`config.mk`:
```
export PLATFORM = sky130hd
export DESIGN_NAME = phwp_div_cell
export DESIGN_NICKNAME = d
export VERILOG_FILES = /design/src/rtl/phwp_pkg.sv /design/src/rtl/phwp_div_cell.sv
export SDC_FILE = /design/constraint.sdc
export NUM_CORES = 1
export LEC_CHECK = 0
export BUFFER_PORTS_ARGS = -buffer_cell sky130_fd_sc_hd__buf_2
export CORE_UTILIZATION = 51
export CTS_CLUSTER_DIAMETER = 150
export CTS_CLUSTER_SIZE = 40
export DETAILED_ROUTE_END_ITERATION = 8
export PLACE_DENSITY = 0.85
export SLEW_MARGIN = 20
export SYNTH_ARGS = -nofsm -noshare
export SYNTH_HDL_FRONTEND = slang
export SYNTH_SLANG_ARGS = --single-unit
```
`constraint.sdc`:
```
create_clock -name aclk -period 4.9 [get_ports aclk]
set_input_delay 0.98 -clock aclk [delete_from_list [all_inputs] [get_ports aclk]]
set_output_delay 0.98 -clock aclk [all_outputs]
set_load 0.05 [all_outputs]
```
`src/rtl/phwp_pkg.sv`:
```
// Shared widths, codes and pipeline payload types of the pair force block.
package phwp_pkg;

    localparam int WORD_W     = 32;
    localparam int FRAC_W     = 16;
    localparam int CFG_W      = WORD_W - 1;
    localparam int PROD_W     = 2 * WORD_W;
    localparam int SQ_REM_W   = WORD_W + 2;
    localparam int SQRT_STEPS = WORD_W;
    localparam int DIV_STEPS  = WORD_W;
    localparam int WIDE_STEPS = CFG_W + FRAC_W + 1;
    localparam int KC_W       = 2 * CFG_W;
    localparam int P_W        = KC_W - FRAC_W;
    localparam int PHI_W      = P_W - WORD_W;
    localparam int E_W        = P_W + CFG_W;
    localparam int E17_W      = E_W - FRAC_W - 1;

    localparam logic [WORD_W-1:0] SAT_MAX     = {1'b0, {(WORD_W-1){1'b1}}};
    localparam logic [WORD_W-1:0] SAT_MIN_MAG = {1'b1, {(WORD_W-1){1'b0}}};

    typedef enum logic [1:0] {
        REGION_REPULSE,
        REGION_INNER,
        REGION_OUTER,
        REGION_BEYOND
    } region_t;

    typedef enum logic [1:0] {
        REG_DESIRED,
        REG_CUTOFF,
        REG_SPRING,
        REG_DEPTH
    } reg_idx_t;

    // Per-item data that travels alongside the arithmetic cells.
    typedef struct packed {
        logic [2:0][WORD_W-1:0] mag;
        logic [2:0]             neg;
        logic [WORD_W-1:0]      span;
        region_t                region;
        logic [CFG_W-1:0]       tv;
        logic [WORD_W-1:0]      energy;
        logic [WORD_W-1:0]      fmag;
        logic                   fneg;
        logic [CFG_W-1:0]       m1;
    } side_t;

    typedef struct packed {
        logic [2:0][WORD_W-1:0] force_v;
        logic [WORD_W-1:0]      energy;
        region_t                region;
    } result_t;

endpackage

```
`src/rtl/phwp_div_cell.sv`:
```
// One restoring division step: shift in a dividend bit, subtract if it fits.
module phwp_div_cell import phwp_pkg::*; (
    input  logic              aclk,
    input  logic              en,
    input  logic [WORD_W-1:0] div_i,
    input  logic [WORD_W-1:0] rem_i,
    input  logic [PROD_W-1:0] dq_i,
    output logic [WORD_W-1:0] rem_o,
    output logic [PROD_W-1:0] dq_o
);

    logic [WORD_W:0]   acc;
    logic              fit;
    logic [WORD_W-1:0] rem_reg, rem_next;
    logic [PROD_W-1:0] dq_reg, dq_next;

    always_comb begin
        acc      = {rem_i, dq_i[PROD_W-1]};
        fit      = (acc >= {1'b0, div_i});
        rem_next = fit ? WORD_W'(acc - {1'b0, div_i}) : acc[WORD_W-1:0];
        dq_next  = {dq_i[PROD_W-2:0], fit};
    end

    always_ff @(posedge aclk) begin
        if (en) begin
            rem_reg <= rem_next;
            dq_reg  <= dq_next;
        end
    end

    assign rem_o = rem_reg;
    assign dq_o  = dq_reg;

endmodule

```
After elaboration in Yosys (flattened, before gate mapping)
Cells that the tools add are included.
Widths: inputs -> output; s select.

storage, ports and cells
  flip-flop bits (word level) = 96
  input bits = 130
  word-level logic and storage cells = 5

cells by class
  add/subtract/negate cells = 1
  order comparisons = 1
  muxes and demuxes = 1

operator list
  operator        count
  $ge 33x32->1    1
  $mux 32         1
  $sub 32x32->32  1

Logic depth before layout (Yosys ltp)
Gate-level depths: netlist of run 1.

  word-level depth = 2
  gate-level depth with buffers = 13
  gate-level depth less buffers = 11

Least setup slack after synthesis of run 1
Ideal clock, no wire load.

  path kind = input -> register
  from = in div_i[23]
  to = reg rem_reg[14] (netlist: rem_o[14]) (data pin)
  library setup time = 260 ps
  arrival = 3,088 ps
  required time = 4,640 ps
  slack = 1,552 ps
  stages on the path = 11
  path buffers = 2
  cells stage by stage = inv_1 ha_1 buf_6 and3_1 o21a_1 a311oi_2 o21ai_1 or3b_1 o21a_1 buf_6 mux2_4

between the ends
  longest elaborated chain between the ends = 2

ends and longest elaborated chain
  what                  line                 text
  start, declared       phwp_div_cell.sv:5   input logic [WORD_W-1:0] div_i,
  $ge 33x32->1          phwp_div_cell.sv:19  fit = (acc >= {1'b0, div_i});
  $mux 32               phwp_div_cell.sv:20  rem_next = fit ? WORD_W'(acc - {1'b0, div_i}) : acc[WORD_W-1:0];
  via rem_next[14]      phwp_div_cell.sv:14  logic [WORD_W-1:0] rem_reg, rem_next;
  end signal, assigned  phwp_div_cell.sv:26  rem_reg <= rem_next;
  end, declared         phwp_div_cell.sv:14

The timed path passes the listed nets, and every way through them passes these cells.
A chain may end at the register's enable or synchronous reset.

Worst setup path after layout of run 1
  from = in div_i[23]
  to = reg rem_reg[20] (netlist: rem_o[20]) (data pin)

The elaborated chain is that of the path after synthesis.

==> flow_results.xml, run 1 <==
<?xml version="1.0" encoding="UTF-8"?>
<metrics>
  <group name="sta">
    <metric name="grt_setup_unrepaired" unit="">no</metric>
    <metric name="fin_crit_sh" unit="%">71.6</metric>
    <metric name="worst_slack" unit="ps">1390</metric>
    <metric name="timing.max_slew.rel_slack" unit="%">40.0</metric>
    <metric name="fin_crit" unit="ps">3510</metric>
    <metric name="worst-slew-pin-transition" unit="ps">899</metric>
    <metric name="final-max-slew-violation-count" unit="">0</metric>
    <metric name="clock.fmax" unit="GHz">0.285</metric>
    <metric name="setup_tns" unit="ps">0</metric>
    <metric name="final_hold_viol_count" unit="">0</metric>
    <metric name="setup-violations-final" unit="">0</metric>
  </group>
  <group name="layout">
    <metric name="ff_latch_area" unit="sq um">2880</metric>
    <metric name="area_growth" unit="%">27.3</metric>
    <metric name="fill_cells" unit="">773</metric>
    <metric name="multi_input_area" unit="sq um">2050</metric>
    <metric name="antennaDiodeCount" unit="">0</metric>
    <metric name="post_route_cells_drive_above_1_share" unit="%">37.7</metric>
    <metric name="finalCoreUtilization" unit="%">67.5</metric>
    <metric name="layout.nets" unit="">837</metric>
  </group>
  <group name="clock_network">
    <metric name="tritoncts" unit="">built</metric>
    <metric name="h-tree-depth" unit="">3</metric>
    <metric name="cts_num_sinks" unit="">96</metric>
    <metric name="cts_buffers" unit="">9</metric>
    <metric name="cts.clk_slew.worst_paths" unit="ps">100</metric>
    <metric name="cts_root_buf" unit="">clkbuf_8</metric>
    <metric name="cts_setup_buffers" unit="">0</metric>
    <metric name="clock_tree.buffer_depth" unit="">2</metric>
    <metric name="cts.hold.buffers_added" unit="">0</metric>
    <metric name="post_cts_resize_count" unit="">0</metric>
  </group>
  <group name="critical_path">
    <metric name="worst-endpoint-required" unit="ps">5020</metric>
    <metric name="timing.critical_path.slowest_stage_cell" unit="">o21a_4</metric>
    <metric name="criticalPathCategory" unit="">in -&gt; reg</metric>
    <metric name="cp_slowest_stage_delay" unit="ps">570</metric>
    <metric name="worst-path-max-fanout" unit="">56</metric>
    <metric name="path_cells" unit="">buf_2 &gt; inv_1 &gt; ha_1 &gt; and3_1 &gt; nand4_1 &gt; nor4b_1 &gt; a21o_1 &gt; o21a_4 &gt; mux2_4</metric>
    <metric name="buffers_and_inverters_on_the_worst_path" unit="">2</metric>
    <metric name="crit_family" unit="">simple AND/OR/NAND/NOR gates</metric>
    <metric name="worstSetupEndpointType" unit="">flip-flop</metric>
    <metric name="start_kind" unit="">input port</metric>
    <metric name="worstPathArrival" unit="ps">3630</metric>
  </group>
  <group name="drt">
    <metric name="via_density_per_instance" unit="">5.22</metric>
    <metric name="route.final.wire_length" unit="mm">13.0</metric>
    <metric name="routed-via-count" unit="">4237</metric>
    <metric name="drc_violations" unit="">0</metric>
    <metric name="route.detailed.wl_per_inst" unit="um">16.0</metric>
    <metric name="detail-route-antenna-nets" unit="">0</metric>
    <metric name="detail_route.first_pass.iterations" unit="">4</metric>
    <metric name="drt_first_iter_violations" unit="">153</metric>
  </group>
  <group name="grt">
    <metric name="grt_first_pass_wirelength" unit="mm">19.1</metric>
    <metric name="globalRouteMet1Util" unit="%">27.2</metric>
    <metric name="first_global_vias" unit="">4073</metric>
    <metric name="groute.layer.met2.usage" unit="%">43.1</metric>
    <metric name="global_route.usage.met3" unit="%">5.76</metric>
    <metric name="grt-ovfl-total" unit="">0</metric>
    <metric name="grt_busiest_layer" unit="">met2</metric>
    <metric name="antenna_found_initial" unit="">0</metric>
    <metric name="largest_net_degree_at_the_start_of_global_routing" unit="">97</metric>
    <metric name="grt.total_usage" unit="%">23.9</metric>
  </group>
  <group name="floorplan">
    <metric name="chipHeight" unit="um">103</metric>
    <metric name="die_x" unit="um">103</metric>
    <metric name="io_pins" unit="">226</metric>
    <metric name="core_region_area" unit="sq um">9820</metric>
    <metric name="floorplan.rows" unit="">36</metric>
    <metric name="die_area" unit="sq um">10600</metric>
    <metric name="start_util" unit="%">53.1</metric>
  </group>
  <group name="logic_synthesis">
    <metric name="synth_top_cells_by_count" unit="">edfxtp_1 (96), a21oi_1 (54), inv_1 (46)</metric>
    <metric name="largest_family_of_logic_cells_by_synthesized_area" unit="">compound AO/OA/AOI/OAI gates</metric>
    <metric name="ys.flop_type" unit="">edfxtp_1</metric>
    <metric name="post_synth_and_or_nand_nor_area_fraction" unit="%">10.0</metric>
    <metric name="async_s_r_ff_share_synth" unit="%">0</metric>
    <metric name="post_synth.cell_area_avg" unit="sq um">11.5</metric>
    <metric name="synth_area_leader_cell" unit="">edfxtp_1</metric>
    <metric name="synth_nets" unit="">618</metric>
    <metric name="netlist_top_cells_area" unit="">edfxtp_1 (55%), ha_1 (7.7%), a21oi_1 (5.2%)</metric>
    <metric name="yosys.cell_types.count" unit="">49</metric>
    <metric name="post_synth_xor_area_fraction" unit="%">4.37</metric>
    <metric name="synthesis.yosys.warnings" unit="">0</metric>
    <metric name="muxShareOfSynthArea" unit="%">2.69</metric>
    <metric name="synth_largest_type_area_fraction" unit="%">55.3</metric>
    <metric name="synth_seq_area_share" unit="%">55.3</metric>
    <metric name="synth_compound_area_share" unit="%">14.0</metric>
    <metric name="synth_cells" unit="">455</metric>
    <metric name="synth.cell_area" unit="sq um">5210</metric>
    <metric name="yosys_register_bits" unit="">96</metric>
    <metric name="synthAdderAreaFrac" unit="%">8.07</metric>
    <metric name="synthMostInstantiatedCell" unit="">edfxtp_1</metric>
    <metric name="number_of_enable_type_register_cells_in_the_synthesized_netlist" unit="">96</metric>
  </group>
  <group name="min_path">
    <metric name="holdCritPathClass" unit="">in -&gt; reg</metric>
    <metric name="cell_depth_of_the_worst_hold_path" unit="">1</metric>
    <metric name="holdPathEnd" unit="">dq_o[13]</metric>
    <metric name="min_from" unit="">dq_i[12]</metric>
  </group>
  <group name="power">
    <metric name="peakVddDrop" unit="V">0.000166</metric>
    <metric name="p_leak" unit="uW">0.00305</metric>
    <metric name="power_density" unit="nW/um^2">366</metric>
  </group>
  <group name="place">
    <metric name="gp_congestion" unit="">0.866</metric>
    <metric name="placement.io_buffers" unit="">225</metric>
    <metric name="preCtsSetupSlack" unit="ps">729</metric>
    <metric name="dp.final_hpwl" unit="mm">10.0</metric>
  </group>
  <group name="outcome">
    <metric name="result_of_the_run" unit="">finished, final reports clean</metric>
  </group>
  <group name="run">
    <metric name="max_capacitance_violation_count" unit="">0</metric>
  </group>
</metrics>
[registers in the layout, indices dropped and copies added (netlist names)]
name and cells:
dq_o 64, rem_o 32
[layout make-up]
cell class	instances	area share, %
Clock inverter	7	1.53
Tap cell	133	2.51
Timing Repair Buffer	225	17.1
Inverter	46	2.60
Multi-Input combinational cell	296	30.9
Clock buffer	9	1.87
Sequential cell	96	43.5
[metal layers]
| layer | up-vias | wire (um) |
|---|---|---|
| met5 | - | 0 |
| met2 | 165 | 6640 |
| li1 | 2092 | - |
| met3 | 26 | 996 |
| met1 | 1954 | 5040 |
| met4 | 0 | 341 |
[report_power, final]
part           leakage (uW)  switching, uW  total [uW]  internal [uW]
logic               0.00200            566         804            238
clock network      0.000112            294         588            294
registers          0.000940           21.1        1030           1010
[placed cells by master, fill, tap and decap left out, types with 3 or more instances in the layout]
| cell type | synthesis | layout |
|---|---|---|
| mux2_4 | 8 | 8 |
| ha_1 | 32 | 32 |
| nand2b_1 | 7 | 7 |
| inv_1 | 46 | 46 |
| edfxtp_1 | 96 | 96 |
| o21ai_1 | 4 | 4 |
| a21oi_1 | 54 | 54 |
| xor2_1 | 10 | 10 |
| nand2_1 | 24 | 24 |
| o21bai_1 | 5 | 5 |
| a21o_1 | 8 | 8 |
| and2_1 | 3 | 3 |
| a2111oi_0 | 3 | 3 |
| o21a_1 | 6 | 5 |
| buf_2 | 5 | 224 |
| a211oi_1 | 3 | 3 |
| nor2_1 | 37 | 37 |
| o21ai_0 | 17 | 17 |
| xnor2_1 | 16 | 16 |
| clkbuf_8 | 0 | 9 |
| nand4_1 | 8 | 8 |
| o31ai_1 | 7 | 7 |
| nor3_1 | 3 | 3 |
| nand3_1 | 8 | 8 |
[cells by family (layout without fill, tap and decap cells)]
group	after synthesis	after routing
compound gates	120	120
xor+xnor	26	26
fa+ha+maj	33	33
buf+inv	63	287
flops	96	96
mux	10	10
simple gates	107	107
[how the worst max path moves through the flow]
stage               cells after the start       from         to
global route                           10  div_i[23]   rem_o[3]
CTS                                    10  div_i[23]   rem_o[3]
detailed placement                      9  rem_i[22]   rem_o[3]
floorplan                              11  div_i[23]  rem_o[14]
global placement                       10  div_i[23]   rem_o[3]
finish                                  9  div_i[23]  rem_o[20]
[through the flow]
stage	instances	hold slack (ps)	cell area, sq um	total power (uW)
after floorplan	455	1080	5210	1650
after global placement	796	1160	6390	1840
after detailed placement	796	1160	6390	1850
after CTS	812	762	6620	2440
after global routing	812	762	6630	2530
final	812	785	6630	2430
No activity file was read; power rests on OpenSTA's default activity.
==> run 2: changes to the inputs <==
--- a/config.mk
+++ b/config.mk
@@ -5,12 +5,13 @@
 export SDC_FILE = /design/constraint.sdc
 export NUM_CORES = 1
 export LEC_CHECK = 0
+export ABC_AREA = 1
 export BUFFER_PORTS_ARGS = -buffer_cell sky130_fd_sc_hd__buf_2
-export CORE_UTILIZATION = 51
+export CORE_UTILIZATION = 45
 export CTS_CLUSTER_DIAMETER = 150
 export CTS_CLUSTER_SIZE = 40
 export DETAILED_ROUTE_END_ITERATION = 8
-export PLACE_DENSITY = 0.85
+export PLACE_DENSITY = 0.77
 export SLEW_MARGIN = 20
 export SYNTH_ARGS = -nofsm -noshare
 export SYNTH_HDL_FRONTEND = slang
==> constraint.sdc (replaced) <==
create_clock -name aclk -period 3 [get_ports aclk]
set_input_delay 0.6 -clock aclk [delete_from_list [all_inputs] [get_ports aclk]]
set_output_delay 0.6 -clock aclk [all_outputs]
set_load 0.05 [all_outputs]
==> run 2 against run 1 <==
  * Flip-flop and latch count is the same
  * Worst hold slack lost 360 ps
  * Non-clock buffer count is 29 higher
  * Sequential power grew 63%
  * Count of clock-buffer cells in the layout is the same
  * Sequential share of layout area down 6.9 points
  * Wire length up 30%
  * First-iteration DRC count increased to 2.7 times the previous value
  * Setup slack worse by 1000 ps
  * Via count is 33% higher
  * Power grew 74%
  * Critical path type unchanged
  * Critical endpoint is now rem_o[1]
  * Largest cell class unchanged
  * Highest routed layer is now met5
==> flow_results.xml, run 2 <==
<?xml version="1.0" encoding="UTF-8"?>
<metrics>
  <group name="outcome">
    <metric name="result_of_the_run" unit="">finished, final reports clean</metric>
  </group>
  <group name="critical_path">
    <metric name="worstPathArrival" unit="ps">2690</metric>
    <metric name="criticalPathCategory" unit="">in -&gt; reg</metric>
    <metric name="worst-path-max-fanout" unit="">35</metric>
    <metric name="crit_family" unit="">simple AND/OR/NAND/NOR gates</metric>
    <metric name="start_kind" unit="">input port</metric>
    <metric name="path_cells" unit="">buf_2 &gt; inv_1 &gt; ha_1 &gt; a21oi_1 &gt; nand2_1 &gt; nand2_1 &gt; nand3_1 &gt; nor2_4 &gt; nand2_8 &gt; nand2_1 &gt; o21ai_0</metric>
    <metric name="cp_slowest_stage_delay" unit="ps">550</metric>
    <metric name="path_common_cell" unit="">nand2_1</metric>
    <metric name="timing.critical_path.slowest_stage_cell" unit="">nor2_4</metric>
    <metric name="worstSetupEndpointType" unit="">flip-flop</metric>
    <metric name="buffers_and_inverters_on_the_worst_path" unit="">2</metric>
    <metric name="worst-endpoint-required" unit="ps">3090</metric>
  </group>
  <group name="power">
    <metric name="power_density" unit="nW/um^2">535</metric>
    <metric name="peakVddDrop" unit="V">0.000260</metric>
    <metric name="p_leak" unit="uW">0.00427</metric>
  </group>
  <group name="logic_synthesis">
    <metric name="yosys.cell_types.count" unit="">29</metric>
    <metric name="async_s_r_ff_share_synth" unit="%">0</metric>
    <metric name="synth.cell_area" unit="sq um">6080</metric>
    <metric name="synth_nets" unit="">911</metric>
    <metric name="ys.flop_type" unit="">edfxtp_1</metric>
    <metric name="synth_largest_type_area_fraction" unit="%">47.4</metric>
    <metric name="synth_cells" unit="">748</metric>
    <metric name="synthesis.yosys.warnings" unit="">0</metric>
    <metric name="netlist_top_cells_area" unit="">edfxtp_1 (47%), nand2_1 (17%), inv_1 (9.2%)</metric>
    <metric name="synth_top_cells_by_count" unit="">nand2_1 (276), inv_1 (149), edfxtp_1 (96)</metric>
    <metric name="synthMostInstantiatedCell" unit="">nand2_1</metric>
    <metric name="number_of_enable_type_register_cells_in_the_synthesized_netlist" unit="">96</metric>
    <metric name="synth_area_leader_cell" unit="">edfxtp_1</metric>
    <metric name="synth_seq_area_share" unit="%">47.4</metric>
    <metric name="yosys_register_bits" unit="">96</metric>
    <metric name="post_synth.cell_area_avg" unit="sq um">8.12</metric>
  </group>
  <group name="sta">
    <metric name="worst_slack" unit="ps">397</metric>
    <metric name="final_hold_viol_count" unit="">0</metric>
    <metric name="timing.max_slew.rel_slack" unit="%">40.0</metric>
    <metric name="worst-slew-pin-transition" unit="ps">899</metric>
    <metric name="setup-violations-final" unit="">0</metric>
    <metric name="final.hold.worst_slack" unit="ps">424</metric>
    <metric name="setup_tns" unit="ps">0</metric>
    <metric name="fin_crit_sh" unit="%">86.8</metric>
    <metric name="final-max-slew-violation-count" unit="">0</metric>
    <metric name="fin_crit" unit="ps">2600</metric>
    <metric name="clock.fmax" unit="GHz">0.384</metric>
    <metric name="grt_setup_unrepaired" unit="">no</metric>
  </group>
  <group name="drt">
    <metric name="detail-route-antenna-nets" unit="">0</metric>
    <metric name="route.final.wire_length" unit="mm">17.0</metric>
    <metric name="drc_violations" unit="">0</metric>
    <metric name="routed-via-count" unit="">5627</metric>
    <metric name="via_density_per_instance" unit="">4.75</metric>
    <metric name="route.detailed.wl_per_inst" unit="um">14.3</metric>
    <metric name="detail_route.first_pass.iterations" unit="">5</metric>
    <metric name="drt_first_iter_violations" unit="">412</metric>
  </group>
  <group name="layout">
    <metric name="layout_common_cells" unit="">nand2_1 (276), buf_2 (224), inv_1 (149), edfxtp_1 (96), nand3_1 (52)</metric>
    <metric name="area_growth" unit="%">29.5</metric>
    <metric name="layout.nets" unit="">1167</metric>
    <metric name="most_common_cell_after_layout_fill_and_taps_aside" unit="">nand2_1</metric>
    <metric name="post_route_cells_drive_above_1_share" unit="%">30.1</metric>
    <metric name="design_area" unit="sq um">7870</metric>
    <metric name="largest_register_ffs" unit="">64</metric>
    <metric name="antennaDiodeCount" unit="">0</metric>
  </group>
  <group name="place">
    <metric name="gp_congestion" unit="">0.928</metric>
    <metric name="dp.final_hpwl" unit="mm">13.4</metric>
    <metric name="placement.io_buffers" unit="">225</metric>
    <metric name="placedInstanceArea" unit="sq um">7570</metric>
    <metric name="preCtsSetupSlack" unit="ps">-171</metric>
  </group>
  <group name="floorplan">
    <metric name="die_x" unit="um">118</metric>
    <metric name="start_util" unit="%">46.1</metric>
    <metric name="floorplan.rows" unit="">42</metric>
    <metric name="io_pins" unit="">226</metric>
    <metric name="core_region_area" unit="sq um">13200</metric>
    <metric name="die_area" unit="sq um">14000</metric>
    <metric name="chipHeight" unit="um">118</metric>
  </group>
  <group name="clock_network">
    <metric name="cts.clk_slew.worst_paths" unit="ps">80</metric>
    <metric name="cts_buffers" unit="">9</metric>
    <metric name="clock_tree.buffer_depth" unit="">2</metric>
    <metric name="h-tree-depth" unit="">3</metric>
    <metric name="cts_num_sinks" unit="">96</metric>
    <metric name="cts.hold.buffers_added" unit="">0</metric>
    <metric name="cts_root_buf" unit="">clkbuf_16</metric>
    <metric name="post_cts_resize_count" unit="">0</metric>
    <metric name="cts_setup_buffers" unit="">0</metric>
    <metric name="tritoncts" unit="">built</metric>
  </group>
  <group name="grt">
    <metric name="largest_net_degree_at_the_start_of_global_routing" unit="">43</metric>
    <metric name="first_global_vias" unit="">5317</metric>
    <metric name="grt-ovfl-total" unit="">0</metric>
    <metric name="grt_first_pass_wirelength" unit="mm">26.8</metric>
    <metric name="grt.total_usage" unit="%">24.7</metric>
    <metric name="antenna_found_initial" unit="">1</metric>
  </group>
  <group name="min_path">
    <metric name="holdCritPathClass" unit="">in -&gt; reg</metric>
  </group>
  <group name="run">
    <metric name="max_capacitance_violation_count" unit="">0</metric>
  </group>
</metrics>
==> run 2: cell count changes in the layout (fill, tap and decap cells not counted), moves of 15 or more <==
cell / previous run / this run
a21oi_1: 54 / 21
buf_4: 0 / 29
inv_1: 46 / 149
nand2_1: 24 / 276
nand3_1: 8 / 52
nand3_2: 0 / 16
o21ai_0: 17 / 2
xnor2_1: 16 / 1
==> run 2: cells by family (layout without fill, tap and decap cells) <==
group / after synthesis / count (layout) / share of synthesized area, %
xor+xnor: 14 / 14 / 2.02
fa+ha+maj: 33 / 33 / 6.92
compound gates: 24 / 24 / 2.02
flops: 96 / 96 / 47.4
buf+inv: 162 / 422 / 10.7
simple gates: 419 / 420 / 30.9
==> run 2: per-layer routing <==
| layer | part of all wire, % | vias up | track usage (%) |
|---|---|---|---|
| li1 | - | 2860 | - |
| met1 | 42 | 2542 | 29.6 |
| met2 | 50 | 194 | 44.3 |
| met3 | 5.8 | 29 | 5.16 |
| met4 | 2.1 | 2 | 7.61 |
| met5 | 0.077 | - | 0 |
==> run 2: per-stage QoR <==
stage | util [%] | total power, uW | instances
global placement | 57.4 | 3100 | 1168
global route | 59.7 | 4420 | 1185
detailed placement | 57.4 | 3120 | 1168
floorplan | - | 2700 | 748
CTS | 59.6 | 4240 | 1184
finish | 59.7 | 4210 | 1185
==> run 2: cell type report <==
type,instances,area (sq um)
inverter,152,571
multi-input combinational,491,2550
clock buffer,9,225
tap,176,220
timing repair buffer,254,1360
clock inverter,7,63.8
fill,1231,5320
sequential,96,2880
==> run 2: path summary, 6_finish.rpt <==
path,start,endpoint,slack (ps),cells after the start
min,dq_i[12],dq_o[13],420,1
max,div_i[28],rem_o[1],400,11
==> run 2: power by group <==
| group | internal [uW] | switching [uW] | total (uW) |
|---|---|---|---|
| sequential | 1640 | 35.4 | 1680 |
| clock | 582 | 543 | 1120 |
| combinational | 400 | 1010 | 1410 |
==> run 3: changes to the inputs <==
--- a/config.mk
+++ b/config.mk
@@ -7,11 +7,10 @@
 export LEC_CHECK = 0
 export ABC_AREA = 1
 export BUFFER_PORTS_ARGS = -buffer_cell sky130_fd_sc_hd__buf_2
-export CORE_UTILIZATION = 45
+export CORE_UTILIZATION = 35
 export CTS_CLUSTER_DIAMETER = 150
 export CTS_CLUSTER_SIZE = 40
 export DETAILED_ROUTE_END_ITERATION = 8
-export PLACE_DENSITY = 0.77
 export SLEW_MARGIN = 20
 export SYNTH_ARGS = -nofsm -noshare
 export SYNTH_HDL_FRONTEND = slang
==> run 3 against run 2 <==
  * Cell count grew 1.7%
  * Utilization shrank 13 points
  * Power shrank 0.60%
  * Sequential power is essentially flat
  * Critical endpoint is now rem_o[0]
  * First-iteration DRC count shrank 34%
  * Die area grew 28%
==> flow_results.xml, run 3 (synthesized netlist as in run 2, its figures left out) <==
<?xml version="1.0" encoding="UTF-8"?>
<metrics>
  <group name="clock_network">
    <metric name="cts.hold.buffers_added" unit="">0</metric>
    <metric name="cts_num_sinks" unit="">96</metric>
    <metric name="tritoncts" unit="">built</metric>
    <metric name="clock_tree.buffer_depth" unit="">2</metric>
    <metric name="cts_root_buf" unit="">clkbuf_16</metric>
    <metric name="cts_setup_buffers" unit="">0</metric>
    <metric name="h-tree-depth" unit="">3</metric>
    <metric name="post_cts_resize_count" unit="">0</metric>
    <metric name="cts.clk_slew.worst_paths" unit="ps">80</metric>
    <metric name="cts_buffers" unit="">9</metric>
  </group>
  <group name="layout">
    <metric name="largest_register_ffs" unit="">64</metric>
    <metric name="post_route_cells_drive_above_1_share" unit="%">28.4</metric>
    <metric name="design_area" unit="sq um">7740</metric>
    <metric name="layout_common_cells" unit="">nand2_1 (276), buf_2 (224), inv_1 (149), edfxtp_1 (96), nand3_1 (52)</metric>
    <metric name="stdcell_count" unit="">1205</metric>
    <metric name="area_growth" unit="%">27.3</metric>
    <metric name="most_common_cell_after_layout_fill_and_taps_aside" unit="">nand2_1</metric>
    <metric name="layout.nets" unit="">1142</metric>
  </group>
  <group name="floorplan">
    <metric name="start_util" unit="%">36.3</metric>
    <metric name="io_pins" unit="">226</metric>
    <metric name="floorplan.rows" unit="">47</metric>
    <metric name="die_x" unit="um">134</metric>
    <metric name="core_region_area" unit="sq um">16800</metric>
    <metric name="chipHeight" unit="um">134</metric>
    <metric name="die_area" unit="sq um">17900</metric>
  </group>
  <group name="sta">
    <metric name="clock.fmax" unit="GHz">0.434</metric>
    <metric name="timing.max_slew.rel_slack" unit="%">55.9</metric>
    <metric name="setup_tns" unit="ps">0</metric>
    <metric name="fin_crit" unit="ps">2310</metric>
    <metric name="grt_setup_unrepaired" unit="">no</metric>
    <metric name="worst_slack" unit="ps">695</metric>
    <metric name="final.hold.worst_slack" unit="ps">421</metric>
    <metric name="final_hold_viol_count" unit="">0</metric>
    <metric name="final-max-slew-violation-count" unit="">0</metric>
    <metric name="setup-violations-final" unit="">0</metric>
    <metric name="fin_crit_sh" unit="%">76.8</metric>
    <metric name="worst-slew-pin-transition" unit="ps">661</metric>
  </group>
  <group name="min_path">
    <metric name="holdPathEnd" unit="">dq_o[25]</metric>
    <metric name="holdCritPathClass" unit="">in -&gt; reg</metric>
    <metric name="cell_depth_of_the_worst_hold_path" unit="">1</metric>
    <metric name="min_from" unit="">dq_i[24]</metric>
  </group>
  <group name="power">
    <metric name="p_leak" unit="uW">0.00415</metric>
    <metric name="power_frac_clock" unit="%">27.3</metric>
    <metric name="sw_frac_of_total" unit="%">38.2</metric>
    <metric name="power_density" unit="nW/um^2">541</metric>
    <metric name="power.switching" unit="uW">1600</metric>
    <metric name="cellInternalPower" unit="uW">2590</metric>
    <metric name="peakVddDrop" unit="V">0.000259</metric>
    <metric name="combinational_group_share_of_total_power" unit="%">32.6</metric>
    <metric name="portion_of_total_power_attributed_to_sequential_cells" unit="%">40.1</metric>
  </group>
  <group name="grt">
    <metric name="grt.total_usage" unit="%">19.9</metric>
    <metric name="grt_first_pass_wirelength" unit="mm">27.2</metric>
    <metric name="largest_net_degree_at_the_start_of_global_routing" unit="">46</metric>
    <metric name="first_global_vias" unit="">5126</metric>
    <metric name="grt-ovfl-total" unit="">0</metric>
    <metric name="antenna_found_initial" unit="">2</metric>
  </group>
  <group name="place">
    <metric name="gp_congestion" unit="">0.909</metric>
    <metric name="preCtsSetupSlack" unit="ps">316</metric>
    <metric name="dp.final_hpwl" unit="mm">14.2</metric>
    <metric name="placement.io_buffers" unit="">225</metric>
    <metric name="total_instance_count_after_detailed_placement" unit="">1188</metric>
    <metric name="placedInstanceArea" unit="sq um">7450</metric>
  </group>
  <group name="drt">
    <metric name="drc_violations" unit="">0</metric>
    <metric name="via_density_per_instance" unit="">4.48</metric>
    <metric name="route.final.wire_length" unit="mm">17.6</metric>
    <metric name="detail_route.first_pass.iterations" unit="">6</metric>
    <metric name="route.detailed.wl_per_inst" unit="um">14.6</metric>
    <metric name="routed-via-count" unit="">5398</metric>
    <metric name="drt_first_iter_violations" unit="">272</metric>
    <metric name="detail-route-antenna-nets" unit="">0</metric>
  </group>
  <group name="critical_path">
    <metric name="worstSetupEndpointType" unit="">flip-flop</metric>
    <metric name="worst-endpoint-required" unit="ps">3090</metric>
    <metric name="criticalPathCategory" unit="">in -&gt; reg</metric>
    <metric name="worstPathArrival" unit="ps">2390</metric>
    <metric name="start_kind" unit="">input port</metric>
    <metric name="worst-path-max-fanout" unit="">35</metric>
  </group>
  <group name="outcome">
    <metric name="result_of_the_run" unit="">finished, final reports clean</metric>
  </group>
  <group name="run">
    <metric name="max_capacitance_violation_count" unit="">0</metric>
  </group>
</metrics>
run 3: changes by cell type in the layout (fill, tap and decap cells not counted), sizes merged:
cell | before | now
buf | 254 | 230
nor2 | 41 | 40
clkinvlp | 1 | 2
diode | 0 | 1
inv | 155 | 156
clkinv | 3 | 1
run 3: final cells by class:
cell class / instances / area (sq um)
Timing Repair Buffer: 230 / 1180
Antenna cell: 1 / 2.50
Multi-Input combinational cell: 490 / 2540
Inverter: 152 / 571
Fill cell: 1748 / 9020
Sequential cell: 96 / 2880
Tap cell: 220 / 275
Clock inverter: 7 / 60.1
Clock buffer: 9 / 225
run 3: routing by layer:
metal	wire length, um	track usage, %
met5	13	0
met4	291	6.44
met1	7450	23.8
met2	8620	35.3
met3	1230	4.42
run 3: per-stage QoR:
| stage | power (uW) | util [%] |
|---|---|---|
| 3_5_place_dp | 3080 | 44.4 |
| 4_1_cts | 4240 | 46.2 |
| 2_1_floorplan | 2700 | - |
| 6_report | 4190 | 46.2 |
| 3_3_place_gp | 3070 | 44.4 |
| 5_1_grt | 4390 | 46.2 |
run 3: worst max path at each step:
stage,from,end
4_1_cts,rem_i[14],rem_o[0]
3_5_place_dp,rem_i[14],rem_o[1]
2_1_floorplan,dq_i[63],rem_o[16]
5_1_grt,div_i[7],rem_o[12]
3_3_place_gp,rem_i[14],rem_o[23]
6_report,div_i[18],rem_o[0]
run 3: power groups by stage:
stage	clock network (uW)	logic, uW	registers [uW]
detailed placement	0	1370	1710
finish	1140	1370	1680
global placement	0	1360	1710
global route	1220	1480	1690
CTS	1180	1380	1680
floorplan	0	500	2200
run 3: worst max-delay path: stages:
cell	delay, ps
buf_2	80
inv_1	30
ha_1	350
nand2_1	160
nor2_2	70
nand2_1	100
nor2_2	60
nand2_1	60
nand3_1	100
nor2_4	330
nand2_8	240
nand2_1	110
o21ai_0	100
